**config.mk**
```make
export PLATFORM = sky130hd
export DESIGN_NAME = hfo_round_flat
export DESIGN_NICKNAME = d
export VERILOG_FILES = /design/src/rtl/hfo_pkg.sv /design/src/rtl/hfo_rsp_if.sv /design/src/rtl/hfo_round.sv /design/src/flat_wrapper.sv
export SDC_FILE = /design/constraint.sdc
export NUM_CORES = 1
export LEC_CHECK = 0
export ABC_AREA = 1
export BUFFER_PORTS_ARGS = -buffer_cell sky130_fd_sc_hd__buf_4
export CAP_MARGIN = 20
export CORE_MARGIN = 4
export CORE_UTILIZATION = 37
export CTS_BUF_LIST = sky130_fd_sc_hd__clkbuf_4 sky130_fd_sc_hd__clkbuf_8 sky130_fd_sc_hd__clkbuf_16
export DETAILED_ROUTE_END_ITERATION = 10
export HOLD_SLACK_MARGIN = 0.03
export PLACE_DENSITY = 0.9
export SYNTH_ARGS = -nofsm -noshare
export SYNTH_HDL_FRONTEND = slang
export SYNTH_SLANG_ARGS = --single-unit
```
**constraint.sdc**
```tcl
create_clock -name clock -period 5.15 [get_ports clock]
set_input_delay 0.515 -clock clock [delete_from_list [all_inputs] [get_ports clock]]
set_output_delay 0.515 -clock clock [all_outputs]
set_load 0.03 [all_outputs]
```
**src/rtl/hfo_pkg.sv**
```systemverilog
// ----------------------------------------------------------------------------
// hfo_pkg : shared types and constants for the heading-from-offset unit
// Fixed-point formats, the stage payload and the arctangent table.
// ----------------------------------------------------------------------------
package hfo_pkg;

   // CORDIC x/y datapath: offsets are scaled to a magnitude of at most 2^39,
   // CORDIC gain and the first micro-rotation stay below 2^42.
   localparam int XY_WIDTH        = 44;
   localparam int SCALED_MAG_LOG2 = 40;

   // Angle accumulator: centidegrees times 2^16.
   localparam int ACC_WIDTH       = 32;
   localparam int ANGLE_FRAC_BITS = 16;
   localparam int HEADING_WIDTH   = 16;

   localparam logic signed [HEADING_WIDTH-1:0] HEADING_ZERO    = 16'sd0;
   localparam logic signed [HEADING_WIDTH-1:0] QUARTER_TURN    = 16'sd9000;
   localparam logic signed [HEADING_WIDTH-1:0] HALF_TURN       = 16'sd18000;
   localparam logic signed [HEADING_WIDTH-1:0] NEG_HALF_TURN   = -16'sd18000;
   localparam logic signed [HEADING_WIDTH-1:0] NEG_QUARTER_TURN = -16'sd9000;

   localparam logic signed [ACC_WIDTH-1:0] ACC_ZERO      = 32'sd0;
   localparam logic signed [ACC_WIDTH-1:0] ACC_HALF_TURN = 32'sd1179648000;
   localparam logic signed [ACC_WIDTH-1:0] ACC_ROUND     = 32'sd32768;

   // Payload carried from stage to stage.
   typedef struct packed {
      logic signed [XY_WIDTH-1:0]      x;
      logic signed [XY_WIDTH-1:0]      y;
      logic signed [ACC_WIDTH-1:0]     acc;
      logic                            special;
      logic signed [HEADING_WIDTH-1:0] special_heading;
   } hfo_stage_type;

   // atan(2^-i) in centidegrees times 2^16, rounded to nearest.
   function automatic logic signed [ACC_WIDTH-1:0] atan_entry(input logic [4:0] index);
      logic signed [ACC_WIDTH-1:0] value;
      case (index)
         5'd0:    value = 32'sd294912000;
         5'd1:    value = 32'sd174096719;
         5'd2:    value = 32'sd91987925;
         5'd3:    value = 32'sd46694507;
         5'd4:    value = 32'sd23437865;
         5'd5:    value = 32'sd11730358;
         5'd6:    value = 32'sd5866609;
         5'd7:    value = 32'sd2933484;
         5'd8:    value = 32'sd1466764;
         5'd9:    value = 32'sd733385;
         5'd10:   value = 32'sd366693;
         5'd11:   value = 32'sd183346;
         5'd12:   value = 32'sd91673;
         5'd13:   value = 32'sd45837;
         5'd14:   value = 32'sd22918;
         5'd15:   value = 32'sd11459;
         5'd16:   value = 32'sd5730;
         5'd17:   value = 32'sd2865;
         5'd18:   value = 32'sd1432;
         5'd19:   value = 32'sd716;
         5'd20:   value = 32'sd358;
         5'd21:   value = 32'sd179;
         5'd22:   value = 32'sd90;
         5'd23:   value = 32'sd45;
         default: value = 32'sd0;
      endcase
      return value;
   endfunction

endpackage

```
**src/rtl/hfo_rsp_if.sv**
```systemverilog
// ----------------------------------------------------------------------------
// hfo_rsp_if : response channel of the heading unit
// Valid/ready handshake carrying one heading in centidegrees.
// ----------------------------------------------------------------------------
interface hfo_rsp_if ();
   logic                                      valid;
   logic                                      ready;
   logic signed [hfo_pkg::HEADING_WIDTH-1:0]  heading_centideg;

   modport source (output valid, output heading_centideg, input ready);
   modport sink   (input valid, input heading_centideg, output ready);
endinterface

```
**src/rtl/hfo_round.sv**
```systemverilog
// ----------------------------------------------------------------------------
// hfo_round : output stage
// Round the accumulator to centidegrees, wrap and clamp, pick on-axis answers.
// ----------------------------------------------------------------------------
module hfo_round (
   input  logic                   clock,
   input  logic                   reset,
   input  logic                   in_valid,
   input  hfo_pkg::hfo_stage_type in_data,
   output logic                   in_ready,
   hfo_rsp_if.source              rsp
);
   logic                                     valid_ff;
   logic signed [hfo_pkg::HEADING_WIDTH-1:0] heading_ff;
   logic signed [hfo_pkg::HEADING_WIDTH-1:0] heading_in;
   logic signed [hfo_pkg::ACC_WIDTH-1:0]     acc_rounded;
   logic signed [hfo_pkg::HEADING_WIDTH-1:0] rounded;

   assign acc_rounded = in_data.acc + hfo_pkg::ACC_ROUND;
   assign rounded     = acc_rounded[hfo_pkg::ACC_WIDTH-1:hfo_pkg::ANGLE_FRAC_BITS];

   always_comb begin
      if (in_data.special) begin
         heading_in = in_data.special_heading;
      end else if (rounded > hfo_pkg::HALF_TURN || rounded <= hfo_pkg::NEG_HALF_TURN) begin
         // clamp above a half turn; wrap the negative x axis onto +180
         heading_in = hfo_pkg::HALF_TURN;
      end else begin
         heading_in = rounded;
      end
   end

   assign in_ready = !valid_ff || rsp.ready;

   always_ff @(posedge clock) begin
      if (reset) begin
         valid_ff <= 1'b0;
      end else if (in_ready) begin
         valid_ff <= in_valid;
      end
   end

   always_ff @(posedge clock) begin
      if (in_ready) begin
         heading_ff <= heading_in;
      end
   end

   assign rsp.valid            = valid_ff;
   assign rsp.heading_centideg = heading_ff;
endmodule

```
**src/flat_wrapper.sv**
```systemverilog
// flat-port wrapper written by rule: the top's interface ports become plain ports
module hfo_round_flat 
  (clock, reset, in_valid, in_data, in_ready, rsp_valid, rsp_heading_centideg, rsp_ready);
  hfo_rsp_if rsp_i ();
  input  logic clock;
  input  logic reset;
  input  logic in_valid;
  input  hfo_pkg::hfo_stage_type in_data;
  output logic in_ready;
  output wire logic [$bits(rsp_i.valid)-1:0] rsp_valid;
  output wire logic [$bits(rsp_i.heading_centideg)-1:0] rsp_heading_centideg;
  input wire logic [$bits(rsp_i.ready)-1:0] rsp_ready;
  assign rsp_valid = rsp_i.valid;
  assign rsp_heading_centideg = rsp_i.heading_centideg;
  assign rsp_i.ready = rsp_ready;
  hfo_round u_core (.clock(clock), .reset(reset), .in_valid(in_valid), .in_data(in_data), .in_ready(in_ready), .rsp(rsp_i));
endmodule
```
After elaboration in Yosys (flattened, before gate mapping):

Index checks and enable logic that the tools add are counted.

* register bits: 17
* logic and storage cells: 10

* add/subtract/negate cells: 1
* reduce and logical (&&, ||, !) cells: 3
* muxes and demuxes: 2
* magnitude comparators: 2

Operators by type and width (count)
* adder 32 x 17 -> 32 bit (second input constant): 1
* 2-to-1 mux 16 bit: 2
* > comparator 16 bit (second input constant): 1
* less-or-equal comparator 16 bit (second input constant): 1
* logical OR 1 bit: 2
* logical NOT 1 bit: 1

Logic depth before layout (Yosys ltp):

* depth after elaboration: 5
* mapped depth: 15
* depth with buffers taken out: 15

Least setup slack after synthesis:

OpenSTA, ideal clock, no wires.

* path type: input-to-reg
* start point: input in_data[32] in the netlist's numbering
* end point: register u_core.heading_ff, in the netlist u_core.rsp.heading_centideg[1] (data pin)
* data required time: 4.897 ns
* stages: 12
* arrival time: 1.822 ns
* setup slack: 3.075 ns
* cell sequence: ha_1 nand2_1 nor2_4 nand2_1 nor2_1 nand4_1 xor2_1 nor2_2 nand2_2 buf_6 nand3_1 nand2_1

* longest elaborated chain between the ends: 5

Ends and longest elaborated chain
* from (decl): line flat_wrapper.sv:8 `input hfo_pkg::hfo_stage_type in_data;`
* adder 32 x 17 -> 32 bit *: line hfo_round.sv:19 `assign acc_rounded = in_data.acc + hfo_pkg::ACC_ROUND;`
* > comparator 16 bit or less-or-equal comparator 16 bit (tied branches): line hfo_round.sv:25 `end else if (rounded > hfo_pkg::HALF_TURN || rounded <= hfo_pkg::NEG_HALF_TURN) begin`
* logical OR 1 bit: line hfo_round.sv:25
* 2-to-1 mux 16 bit *: line hfo_round.sv:25
* 2-to-1 mux 16 bit *: line hfo_round.sv:23 `if (in_data.special) begin`
* via u_core.heading_in, one bit: line hfo_round.sv:15 `logic signed [hfo_pkg::HEADING_WIDTH-1:0] heading_in;`
* to (signal assigned): line hfo_round.sv:45 `heading_ff <= heading_in;`
* to (decl): line hfo_round.sv:14 `logic signed [hfo_pkg::HEADING_WIDTH-1:0] heading_ff;`

Mark *: on every way through the listed nets, which the timed path passes. The rest lies on a longest branch.
A chain may end at the register's enable or synchronous reset.

Worst setup path in the final report:

* start point: input in_data[32] in the netlist's numbering
* end point: register u_core.heading_ff, in the netlist u_core.rsp.heading_centideg[10] (data pin)

Same word-level chain as after synthesis.

==> flow_summary.ini <==
[sta]
worst_pin_slew_ns = 0.663
setup_violations = 0
post-route-period-util = 0.430
fmax_mhz = 452
finClkSkew_ns = 0.00420
holdWs_ns = 0.411
hold_violations = 0
fin_crit_ns = 2.21
relSlewSlack = 0.557
drv_slew = 0
rsz0062_at_grt = false
setup_tns_ns = 0
setup_slack_ns = 2.94

[layout]
fin_area_um2 = 1910
multi_input_area_um2 = 782
fillers = 364
n_antenna_cell = 0
instances_no_fill = 320
area_growth_pct = 34.8
seq_area_um2 = 500
drive_above_1_share = 0.272
final_nets = 415

[clock_tree]
cts_buffer_depth = 2
ctsHoldBuffers = 0
clk_pin_slew_worst_paths_ns = 0.06
cts_setup_buffers = 0
insertion_delay_ns = 0.25
cts_buffers = 3
cts_root_buf = clkbuf_8
cts_htree_levels = 1
clock-sinks = 17
cts_tree = yes
cts_resized = 0

[run]
cap_violations = 0

[setup_path]
r2r-end = u_core.rsp.heading_centideg[14]
reg2reg_depth = 1
crit_path_start_kind = input pin
critical_path_class = in2reg
crit_required_ns = 5.16
r2r_setup_slack_ns = 3.98
end_kind = flop
cp_data_arrival_time_ns = 2.22
rr_startpoint = u_core.rsp.valid
crit_fanout = 14

[placed_design]
post-place-ws_ns = 2.70
port-buffer-count = 55
hpwlAfterDp_um = 3250
place_congestion = 0.909
placed_area_um2 = 1860
dp.cells = 316

[floorplan]
die_area_um2 = 4870
die_h_um = 69.8
fp.coreArea_um2 = 3690
die_w_um = 69.8
io_pins = 159
rows = 22
start_util = 0.383

[yosys]
synth_nets = 359
synth_cell_types = 25
netlist_area_um2 = 1410
synth_area_leaders = edfxtp_1, nand2_1, nand3_1
yosys_warnings = 0
synth_top_area_frac = 0.340
yosysSeqAreaShare = 0.354
ys_seq_elements = 17
synth_cells = 217
yosysTopAreaCell = edfxtp_1
syn_avg_cell_area_um2 = 6.52

[global_routing]
track_usage = 0.164
grt_first_pass_wirelength_um = 6410
antenna_found_initial = 0
grt_max_degree = 25
grt_pass1_vias = 1412
grt_overflow = 0

[min_path]
min_path_cells = 2
whs_endpoint = u_core.rsp.valid
hold_start = reset
hp-class = in2reg

[power_and_ir_drop]
peakVddDrop_uv = 87.9
power_density_nw_per_um2 = 215
p_leak_uw = 0.000982

[drt]
wl_per_cell_um = 12.3
drtIter0Drc = 117
drtAntennaViolNets = 0
viasPerCell = 4.91
drc = 0
dr.pass1.iters = 4
vias = 1570
routed_wl_um = 3950

[status]
status = finished clean
==> routing by layer <==
metal  GRT usage  wire (um)  part of all wire  up-vias
met5           0          0                 0        -
met4      0.0638         83             0.021        0
met3      0.0348        313             0.079        9
met2       0.275       1910              0.48       64
met1       0.205       1640              0.42      696
li1            -          -                 -      801
==> cells in the final DEF, fill, tap and decap left out, types with 2 or more instances in the layout <==
cell and count:
a21oi_1 4, buf_4 55, clkbuf_8 3, edfxtp_1 16
inv_1 25, inv_2 2, nand2_1 77, nand2_2 4
nand3_1 26, nand3b_1 2, nand4_1 5, nor2_1 30
nor2_2 2, nor2_4 3, o21ai_0 2, or2_2 4
xor2_1 3
==> metrics by stage <==
step	utilization	total power [uW]
after floorplan	-	251
after global placement	0.503	306
after detailed placement	0.503	308
after CTS	0.517	411
after global routing	0.517	427
final	0.517	409
==> power breakdown <==
group	internal, uW	total (uW)	switching (uW)	leakage [uW]
combinational	52.8	133	80.4	0.000779
sequential	167	173	6.10	0.000176
clock	60.1	102	42.1	0.0000262
==> worst max-delay path by stage <==
stage,startpoint,to,slack (ns),cells after the start
after floorplan,in_data[32],u_core.rsp.heading_centideg[1],3.07,12
after global placement,in_data[32],u_core.rsp.heading_centideg[9],2.76,13
after detailed placement,in_data[32],u_core.rsp.heading_centideg[10],2.70,13
after CTS,in_data[32],u_core.rsp.heading_centideg[10],2.96,13
after global routing,in_data[32],u_core.rsp.heading_centideg[10],2.65,15
final,in_data[32],u_core.rsp.heading_centideg[10],2.94,15
==> logic make-up after synthesis <==
family / Yosys count / synth area share
flip-flops: 17 / 0.354
AO/OA/AOI/OAI: 9 / 0.0345
XOR/XNOR: 4 / 0.0248
AND/OR/NAND/NOR: 155 / 0.485
buffers and inverters: 31 / 0.0929
adder cells (fa/ha/maj): 1 / 0.00885
==> cells in the mapped netlist <==
cell      number
o21bai_1       1
a31oi_1        1
or2_2          4
nand2_1       77
nor2_2         2
nor2_1        30
a21oi_1        4
xnor2_1        1
xor2_1         3
nor3_1         1
clkbuf_1       2
o21ai_1        1
dfxtp_1        1
or3_1          1
nor2_4         3
nand2_2        4
buf_6          2
nand3_1       26
nand4_1        5
o21ai_0        2
inv_2          2
edfxtp_1      16
inv_1         25
nand3b_1       2
ha_1           1
==> flip-flops by register name (all words and copies together) (netlist names) <==
name,count
u_core.rsp.heading_centideg,16
u_core.rsp.valid,1
==> layout make-up <==
cell class / count / share of cell area
multi-input cells: 169 / 0.410
well taps: 48 / 0.0315
repair buffers: 55 / 0.217
flip-flops and latches: 17 / 0.263
clock buffers: 4 / 0.0256
inverters: 27 / 0.0532
==> critical path, stage by stage <==
cell and delay (ns):
buf_4 0.09, ha_1 0.21, nand2_1 0.11, nor2_4 0.17, nand3_1 0.15, nor2_1 0.13, nand2_1 0.08, nand2_1 0.11
nand2_1 0.06, nor2_1 0.09, nand2_1 0.07, nand2_2 0.20, nand3_1 0.12, nand2_1 0.07, inv_1 0.04
Power figures use the tool's default switching activity.
