==> config.mk <==
export PLATFORM = sky130hd
export DESIGN_NAME = hfo_fold_flat
export DESIGN_NICKNAME = d
export VERILOG_FILES = /design/src/rtl/hfo_pkg.sv /design/src/rtl/hfo_req_if.sv /design/src/rtl/hfo_fold.sv /design/src/flat_wrapper.sv
export SDC_FILE = /design/constraint.sdc
export NUM_CORES = 1
export LEC_CHECK = 0
export BUFFER_PORTS_ARGS = -buffer_cell sky130_fd_sc_hd__buf_2
export CORE_AREA = 2 2 126 67
export DETAILED_ROUTE_END_ITERATION = 16
export DIE_AREA = 0 0 128 69
export PLACE_DENSITY = 0.84
export SETUP_SLACK_MARGIN = 0.05
export SLEW_MARGIN = 20
export SYNTH_ARGS = -nofsm -noshare
export SYNTH_HDL_FRONTEND = slang
export SYNTH_SLANG_ARGS = --single-unit
==> constraint.sdc <==
create_clock -name clock -period 8.65 [get_ports clock]
set_input_delay 2.1625 -clock clock [delete_from_list [all_inputs] [get_ports clock]]
set_output_delay 2.1625 -clock clock [all_outputs]
set_load 0.1 [all_outputs]
==> src/rtl/hfo_pkg.sv <==
// ----------------------------------------------------------------------------
// hfo_pkg : shared types and constants for the heading-from-offset unit
// Fixed-point formats, the stage payload and the arctangent table.
// ----------------------------------------------------------------------------
package hfo_pkg;

   // CORDIC x/y datapath: offsets are scaled to a magnitude of at most 2^39,
   // CORDIC gain and the first micro-rotation stay below 2^42.
   localparam int XY_WIDTH        = 44;
   localparam int SCALED_MAG_LOG2 = 40;

   // Angle accumulator: centidegrees times 2^16.
   localparam int ACC_WIDTH       = 32;
   localparam int ANGLE_FRAC_BITS = 16;
   localparam int HEADING_WIDTH   = 16;

   localparam logic signed [HEADING_WIDTH-1:0] HEADING_ZERO    = 16'sd0;
   localparam logic signed [HEADING_WIDTH-1:0] QUARTER_TURN    = 16'sd9000;
   localparam logic signed [HEADING_WIDTH-1:0] HALF_TURN       = 16'sd18000;
   localparam logic signed [HEADING_WIDTH-1:0] NEG_HALF_TURN   = -16'sd18000;
   localparam logic signed [HEADING_WIDTH-1:0] NEG_QUARTER_TURN = -16'sd9000;

   localparam logic signed [ACC_WIDTH-1:0] ACC_ZERO      = 32'sd0;
   localparam logic signed [ACC_WIDTH-1:0] ACC_HALF_TURN = 32'sd1179648000;
   localparam logic signed [ACC_WIDTH-1:0] ACC_ROUND     = 32'sd32768;

   // Payload carried from stage to stage.
   typedef struct packed {
      logic signed [XY_WIDTH-1:0]      x;
      logic signed [XY_WIDTH-1:0]      y;
      logic signed [ACC_WIDTH-1:0]     acc;
      logic                            special;
      logic signed [HEADING_WIDTH-1:0] special_heading;
   } hfo_stage_type;

   // atan(2^-i) in centidegrees times 2^16, rounded to nearest.
   function automatic logic signed [ACC_WIDTH-1:0] atan_entry(input logic [4:0] index);
      logic signed [ACC_WIDTH-1:0] value;
      case (index)
         5'd0:    value = 32'sd294912000;
         5'd1:    value = 32'sd174096719;
         5'd2:    value = 32'sd91987925;
         5'd3:    value = 32'sd46694507;
         5'd4:    value = 32'sd23437865;
         5'd5:    value = 32'sd11730358;
         5'd6:    value = 32'sd5866609;
         5'd7:    value = 32'sd2933484;
         5'd8:    value = 32'sd1466764;
         5'd9:    value = 32'sd733385;
         5'd10:   value = 32'sd366693;
         5'd11:   value = 32'sd183346;
         5'd12:   value = 32'sd91673;
         5'd13:   value = 32'sd45837;
         5'd14:   value = 32'sd22918;
         5'd15:   value = 32'sd11459;
         5'd16:   value = 32'sd5730;
         5'd17:   value = 32'sd2865;
         5'd18:   value = 32'sd1432;
         5'd19:   value = 32'sd716;
         5'd20:   value = 32'sd358;
         5'd21:   value = 32'sd179;
         5'd22:   value = 32'sd90;
         5'd23:   value = 32'sd45;
         default: value = 32'sd0;
      endcase
      return value;
   endfunction

endpackage

==> src/rtl/hfo_req_if.sv <==
// ----------------------------------------------------------------------------
// hfo_req_if : request channel of the heading unit
// Valid/ready handshake carrying one x/y offset pair.
// ----------------------------------------------------------------------------
interface hfo_req_if #(
   parameter int OFFSET_WIDTH = 24
) ();
   logic                           valid;
   logic                           ready;
   logic signed [OFFSET_WIDTH-1:0] x_offset;
   logic signed [OFFSET_WIDTH-1:0] y_offset;

   modport source (output valid, output x_offset, output y_offset, input ready);
   modport sink   (input valid, input x_offset, input y_offset, output ready);
endinterface

==> src/rtl/hfo_fold.sv <==
// ----------------------------------------------------------------------------
// hfo_fold : input stage
// Detect on-axis vectors, fold the left half plane and scale the offsets.
// ----------------------------------------------------------------------------
module hfo_fold #(
   parameter int OFFSET_WIDTH = 24
) (
   input  logic                   clock,
   input  logic                   reset,
   hfo_req_if.sink                req,
   output logic                   out_valid,
   output hfo_pkg::hfo_stage_type out_data,
   input  logic                   out_ready
);
   localparam int SCALE_SHIFT = hfo_pkg::SCALED_MAG_LOG2 - OFFSET_WIDTH;
   localparam int EXT_BITS    = hfo_pkg::XY_WIDTH - OFFSET_WIDTH;

   logic                                 valid_ff;
   hfo_pkg::hfo_stage_type               data_ff;
   hfo_pkg::hfo_stage_type               data_in;
   logic signed [hfo_pkg::XY_WIDTH-1:0]  x_ext;
   logic signed [hfo_pkg::XY_WIDTH-1:0]  y_ext;
   logic                                 x_zero;
   logic                                 y_zero;
   logic                                 x_neg;
   logic                                 y_neg;

   assign x_ext  = {{EXT_BITS{req.x_offset[OFFSET_WIDTH-1]}}, req.x_offset};
   assign y_ext  = {{EXT_BITS{req.y_offset[OFFSET_WIDTH-1]}}, req.y_offset};
   assign x_zero = (req.x_offset == '0);
   assign y_zero = (req.y_offset == '0);
   assign x_neg  = req.x_offset[OFFSET_WIDTH-1];
   assign y_neg  = req.y_offset[OFFSET_WIDTH-1];

   always_comb begin
      data_in.special         = x_zero || y_zero;
      data_in.special_heading = hfo_pkg::HEADING_ZERO;
      if (x_zero && !y_zero) begin
         data_in.special_heading = y_neg ? hfo_pkg::NEG_QUARTER_TURN : hfo_pkg::QUARTER_TURN;
      end else if (y_zero && x_neg) begin
         data_in.special_heading = hfo_pkg::HALF_TURN;
      end

      // fold the left half plane by a half turn
      if (x_neg) begin
         data_in.x   = (-x_ext) <<< SCALE_SHIFT;
         data_in.y   = (-y_ext) <<< SCALE_SHIFT;
         data_in.acc = y_neg ? -hfo_pkg::ACC_HALF_TURN : hfo_pkg::ACC_HALF_TURN;
      end else begin
         data_in.x   = x_ext <<< SCALE_SHIFT;
         data_in.y   = y_ext <<< SCALE_SHIFT;
         data_in.acc = hfo_pkg::ACC_ZERO;
      end
   end

   assign req.ready = !valid_ff || out_ready;

   always_ff @(posedge clock) begin
      if (reset) begin
         valid_ff <= 1'b0;
      end else if (req.ready) begin
         valid_ff <= req.valid;
      end
   end

   always_ff @(posedge clock) begin
      if (req.ready) begin
         data_ff <= data_in;
      end
   end

   assign out_valid = valid_ff;
   assign out_data  = data_ff;
endmodule

==> src/flat_wrapper.sv <==
// flat-port wrapper written by rule: the top's interface ports become plain ports
module hfo_fold_flat 
#(
   parameter int OFFSET_WIDTH = 24
)
  (clock, reset, out_valid, out_data, out_ready, req_valid, req_x_offset, req_y_offset, req_ready);
  hfo_req_if #(.OFFSET_WIDTH(OFFSET_WIDTH)) req_i ();
  input  logic clock;
  input  logic reset;
  output logic out_valid;
  output hfo_pkg::hfo_stage_type out_data;
  input  logic out_ready;
  input wire logic [$bits(req_i.valid)-1:0] req_valid;
  input wire logic [$bits(req_i.x_offset)-1:0] req_x_offset;
  input wire logic [$bits(req_i.y_offset)-1:0] req_y_offset;
  output wire logic [$bits(req_i.ready)-1:0] req_ready;
  assign req_i.valid = req_valid;
  assign req_i.x_offset = req_x_offset;
  assign req_i.y_offset = req_y_offset;
  assign req_ready = req_i.ready;
  hfo_fold #(.OFFSET_WIDTH(OFFSET_WIDTH)) u_core (.clock(clock), .reset(reset), .req(req_i), .out_valid(out_valid), .out_data(out_data), .out_ready(out_ready));
endmodule
Yosys cells after proc, flatten, opt, wreduce, memory -nomap -nowiden --
Cells that the tools add are included.
Operators by class: reduce and logical (&&, ||, !) cells 8, $add $sub $neg 2, muxes and demuxes 5
Operator list (count):
- 2-to-1 mux 115 bit | 1
- negation 24 -> 28 bit | 2
- zero test 24 bit | 2
- 2-to-1 mux 16 bit | 2
- 2-to-1 mux 32 bit | 1
- 2-to-1 mux 15 bit | 1
- logical AND 1 bit | 2
- zero test 1 bit | 2
- logical OR 1 bit | 2
Word-level totals: input bits 52, output and inout bits 139, register bits after elaboration 138

Depth between registers and ports, before layout --
depth in word-level cells 4, depth in mapped cells 7

Least setup slack after synthesis --
Ideal clock, no wire load.
path type input port to output port, from input out_ready, to output req_ready, cell stages on the path 1, slack 2015 ps, data arrival time 4472 ps, cells stage by stage nand2b_1
On the way: word-level cells in the longest chain between the ends 1
Ends and longest elaborated chain:
- from (decl) | RTL line flat_wrapper.sv:12 | input logic out_ready;
- logical OR 1 bit | RTL line hfo_fold.sv:56 | assign req.ready = !valid_ff || out_ready;
- to (decl) | RTL line flat_wrapper.sv:16 | output wire logic [$bits(req_i.ready)-1:0] req_ready;
No other way between the ends.

Worst setup path after layout --
Same ends and word-level chain as after synthesis.

==> flow_summary.json <==
{
  "critPathMaxFanout": 67,
  "grt_usage": 0.177,
  "core_area_sq_um": 7710,
  "worst-slew-pin-transition_ns": 0.919,
  "grt_max_degree": 68,
  "hold_class": "reg2reg",
  "wire_per_inst_um": 14.5,
  "muxShareOfSynthArea": 0.00272,
  "busiest_layer": "met2",
  "fillers": 663,
  "drt-pass1-iter-count": 4,
  "ys.flop_type": "edfxtp_1",
  "peakVddDrop_mv": 0.177,
  "cts_htree_levels": 3,
  "clkLatencyLatePin_ns": 0.32,
  "first_iter_violations": 124,
  "place_congestion": 0.840,
  "use_met2": 0.255,
  "clkSinkCount": 66,
  "fmax_ghz": 0.176,
  "synth_top_family_by_area": "buffers and inverters",
  "synth_compound_area_frac": 0.0855,
  "cp-start-kind": "input port",
  "grt_pass1_vias": 2380,
  "antenna_found_initial": 0,
  "yosys.area_share.simple": 0.103,
  "postCtsSetupBuffers": 0,
  "synth_xor_area_frac": 0.102,
  "fp.dieW_um": 128,
  "hold_viol_final": 0,
  "start_util": 0.478,
  "setup_tns_ns": 0,
  "use_met3": 0.0745,
  "totalWireLength_um": 7770,
  "drv_slew": 0,
  "hpwl_um": 5720,
  "num_vias": 2611,
  "synth_edf_count": 65,
  "post-route-period-util": 0.657,
  "drc": 0,
  "synth-seq-cells": 66,
  "yosysWarnings": 0,
  "netlist_instances": 309,
  "nNetsFinal": 485,
  "cts_resized": 0,
  "io_pins": 191,
  "setup_viol": 0,
  "finalCriticalPeriod_ns": 5.69,
  "cts_tree": "built",
  "grt_pass1_wl_um": 12100,
  "mappedNetlistArea_sq_um": 3690,
  "via_per_inst": 4.87,
  "hold_buffers": 0,
  "async_flop_share": 0,
  "antenna_left": 0,
  "crit_type": "in2out",
  "leakagePower_nw": 1.90,
  "worst_setup_path_end_kind": "output pin",
  "clk_path_buf_depth": 2,
  "maxSlewHeadroom": 0.387,
  "clkSlewWorstSetupHoldPaths_ns": 0.06,
  "grt_use_met1": 0.244,
  "rsz0062_at_grt": "false",
  "holdPathStages": 1,
  "dieArea_sq_um": 8830,
  "finalPower_w": 0.00122,
  "clock_tree.root_cell": "clkbuf_16",
  "avgSynthCellArea_sq_um": 11.9,
  "antenna_cells": 0,
  "io_buffers": 135,
  "fin_worst_skew_ns": 0.00519,
  "synth_cell_type_count": 37,
  "overflow": 0,
  "rr_worst_depth": 1,
  "die_y_um": 69,
  "cp.required_ns": 6.49,
  "syn_to_final_growth_pct": 19.8,
  "status": "completed",
  "arrival_ns": 3.52,
  "seq_area_frac_synth": 0.535,
  "synth_fa_ha_area_frac": 0.00679,
  "cts_buffers": 9,
  "drive_gt1_frac": 0.360,
  "p_per_area_nw_per_um2": 276,
  "drv_cap": 0,
  "rows": 23
}
-- synth_stat cells (4+ instances only) --
cell type  number  area [sq um]
o41ai_1         4          35.0
buf_4          73           548
o31ai_1        16           120
nor2_1          4          15.0
edfxtp_1       65          1950
nand2b_1        6          37.5
clkbuf_1        8          30.0
or3_1           4          25.0
xnor2_1        43           377
or4_1           5          37.5
nor3_1          7          35.0
inv_1           6          22.5
o21ai_0        15          75.1
nand2_1        18          67.6
nor4_1          5          31.3
-- critical path, stage by stage --
cell	delay, ns
buf_2	0.07
nand2b_4	0.67
buf_2	0.57
-- flip-flops by register name, indices dropped and copies added, names as in the netlist --
| name | count |
|---|---|
| u_core.out_valid | 1 |
| u_core.out_data | 65 |
-- through the flow --
stage	cells	util	setup slack, ns	cell area [sq um]	hold WS (ns)
finish	536	0.573	2.96	4420	1.19
global placement	520	0.535	2.98	4130	1.17
CTS	536	0.573	2.94	4420	1.25
global route	536	0.573	2.84	4420	1.31
floorplan	367	-	2.02	3900	2.23
detailed placement	520	0.535	2.94	4130	1.23
-- kinds of logic after synthesis --
kind of cell	count (synthesis)
other	1
adder cells (fa/ha/maj)	2
flip-flops	66
multiplexers	1
AO/OA/AOI/OAI	43
XOR/XNOR	43
AND/OR/NAND/NOR	65
buffers and inverters	88
-- routing by layer --
layer / wire length [um] / part of all wire
met1: 3620 / 0.47
met2: 3380 / 0.43
met3: 714 / 0.092
met4: 65 / 0.0084
met5: 0 / 0
-- final timing paths --
check | from | to | slack, ns
hold reg to reg | u_core.out_valid$_SDFFE_PP0P_ | u_core.out_data[112]$_DFFE_PP_ | 1.19
setup reg to reg | u_core.out_valid$_SDFFE_PP0P_ | u_core.out_data[133]$_SDFFCE_PN0P_ | 7.23
setup / recovery | out_ready | req_ready | 2.96
hold / removal | u_core.out_valid$_SDFFE_PP0P_ | u_core.out_data[112]$_DFFE_PP_ | 1.19
-- power breakdown --
| part | switching, W | leakage (nW) | internal [W] | total [W] |
|---|---|---|---|---|
| logic | 0.000418 | 1.06 | 0.0000521 | 0.000470 |
| clock network | 0.000130 | 0.144 | 0.000221 | 0.000350 |
| registers | 0.00000891 | 0.693 | 0.000389 | 0.000398 |
| total | 0.000556 | 1.90 | 0.000662 | 0.00122 |
-- final cells by class --
class                   count  area (sq um)  share of cell area
repair buffers            135           676               0.153
flip-flops and latches     66          1970               0.447
clock buffers              10           229              0.0519
clock inverters             6          57.6              0.0130
inverters                   6          22.5             0.00510
well taps                 100           125              0.0283
multi-input cells         213          1330               0.302
-- cell usage in the layout, fill, tap and decap left out, types with 4 or more instances in the layout --
| cell type | Yosys | final |
|---|---|---|
| buf_2 | 1 | 135 |
| edfxtp_1 | 65 | 65 |
| conb_1 | 1 | 59 |
| xnor2_1 | 43 | 43 |
| nand2_1 | 18 | 18 |
| o31ai_1 | 16 | 16 |
| o21ai_0 | 15 | 15 |
| clkbuf_16 | 0 | 9 |
| nor3_1 | 7 | 7 |
| inv_1 | 6 | 6 |
| or4_1 | 5 | 5 |
| nor4_1 | 5 | 5 |
| nand2b_1 | 6 | 5 |
| o41ai_1 | 4 | 4 |
| nor2_1 | 4 | 4 |
| or3_1 | 4 | 4 |
Note: power is estimated with default switching activity, not from simulation.
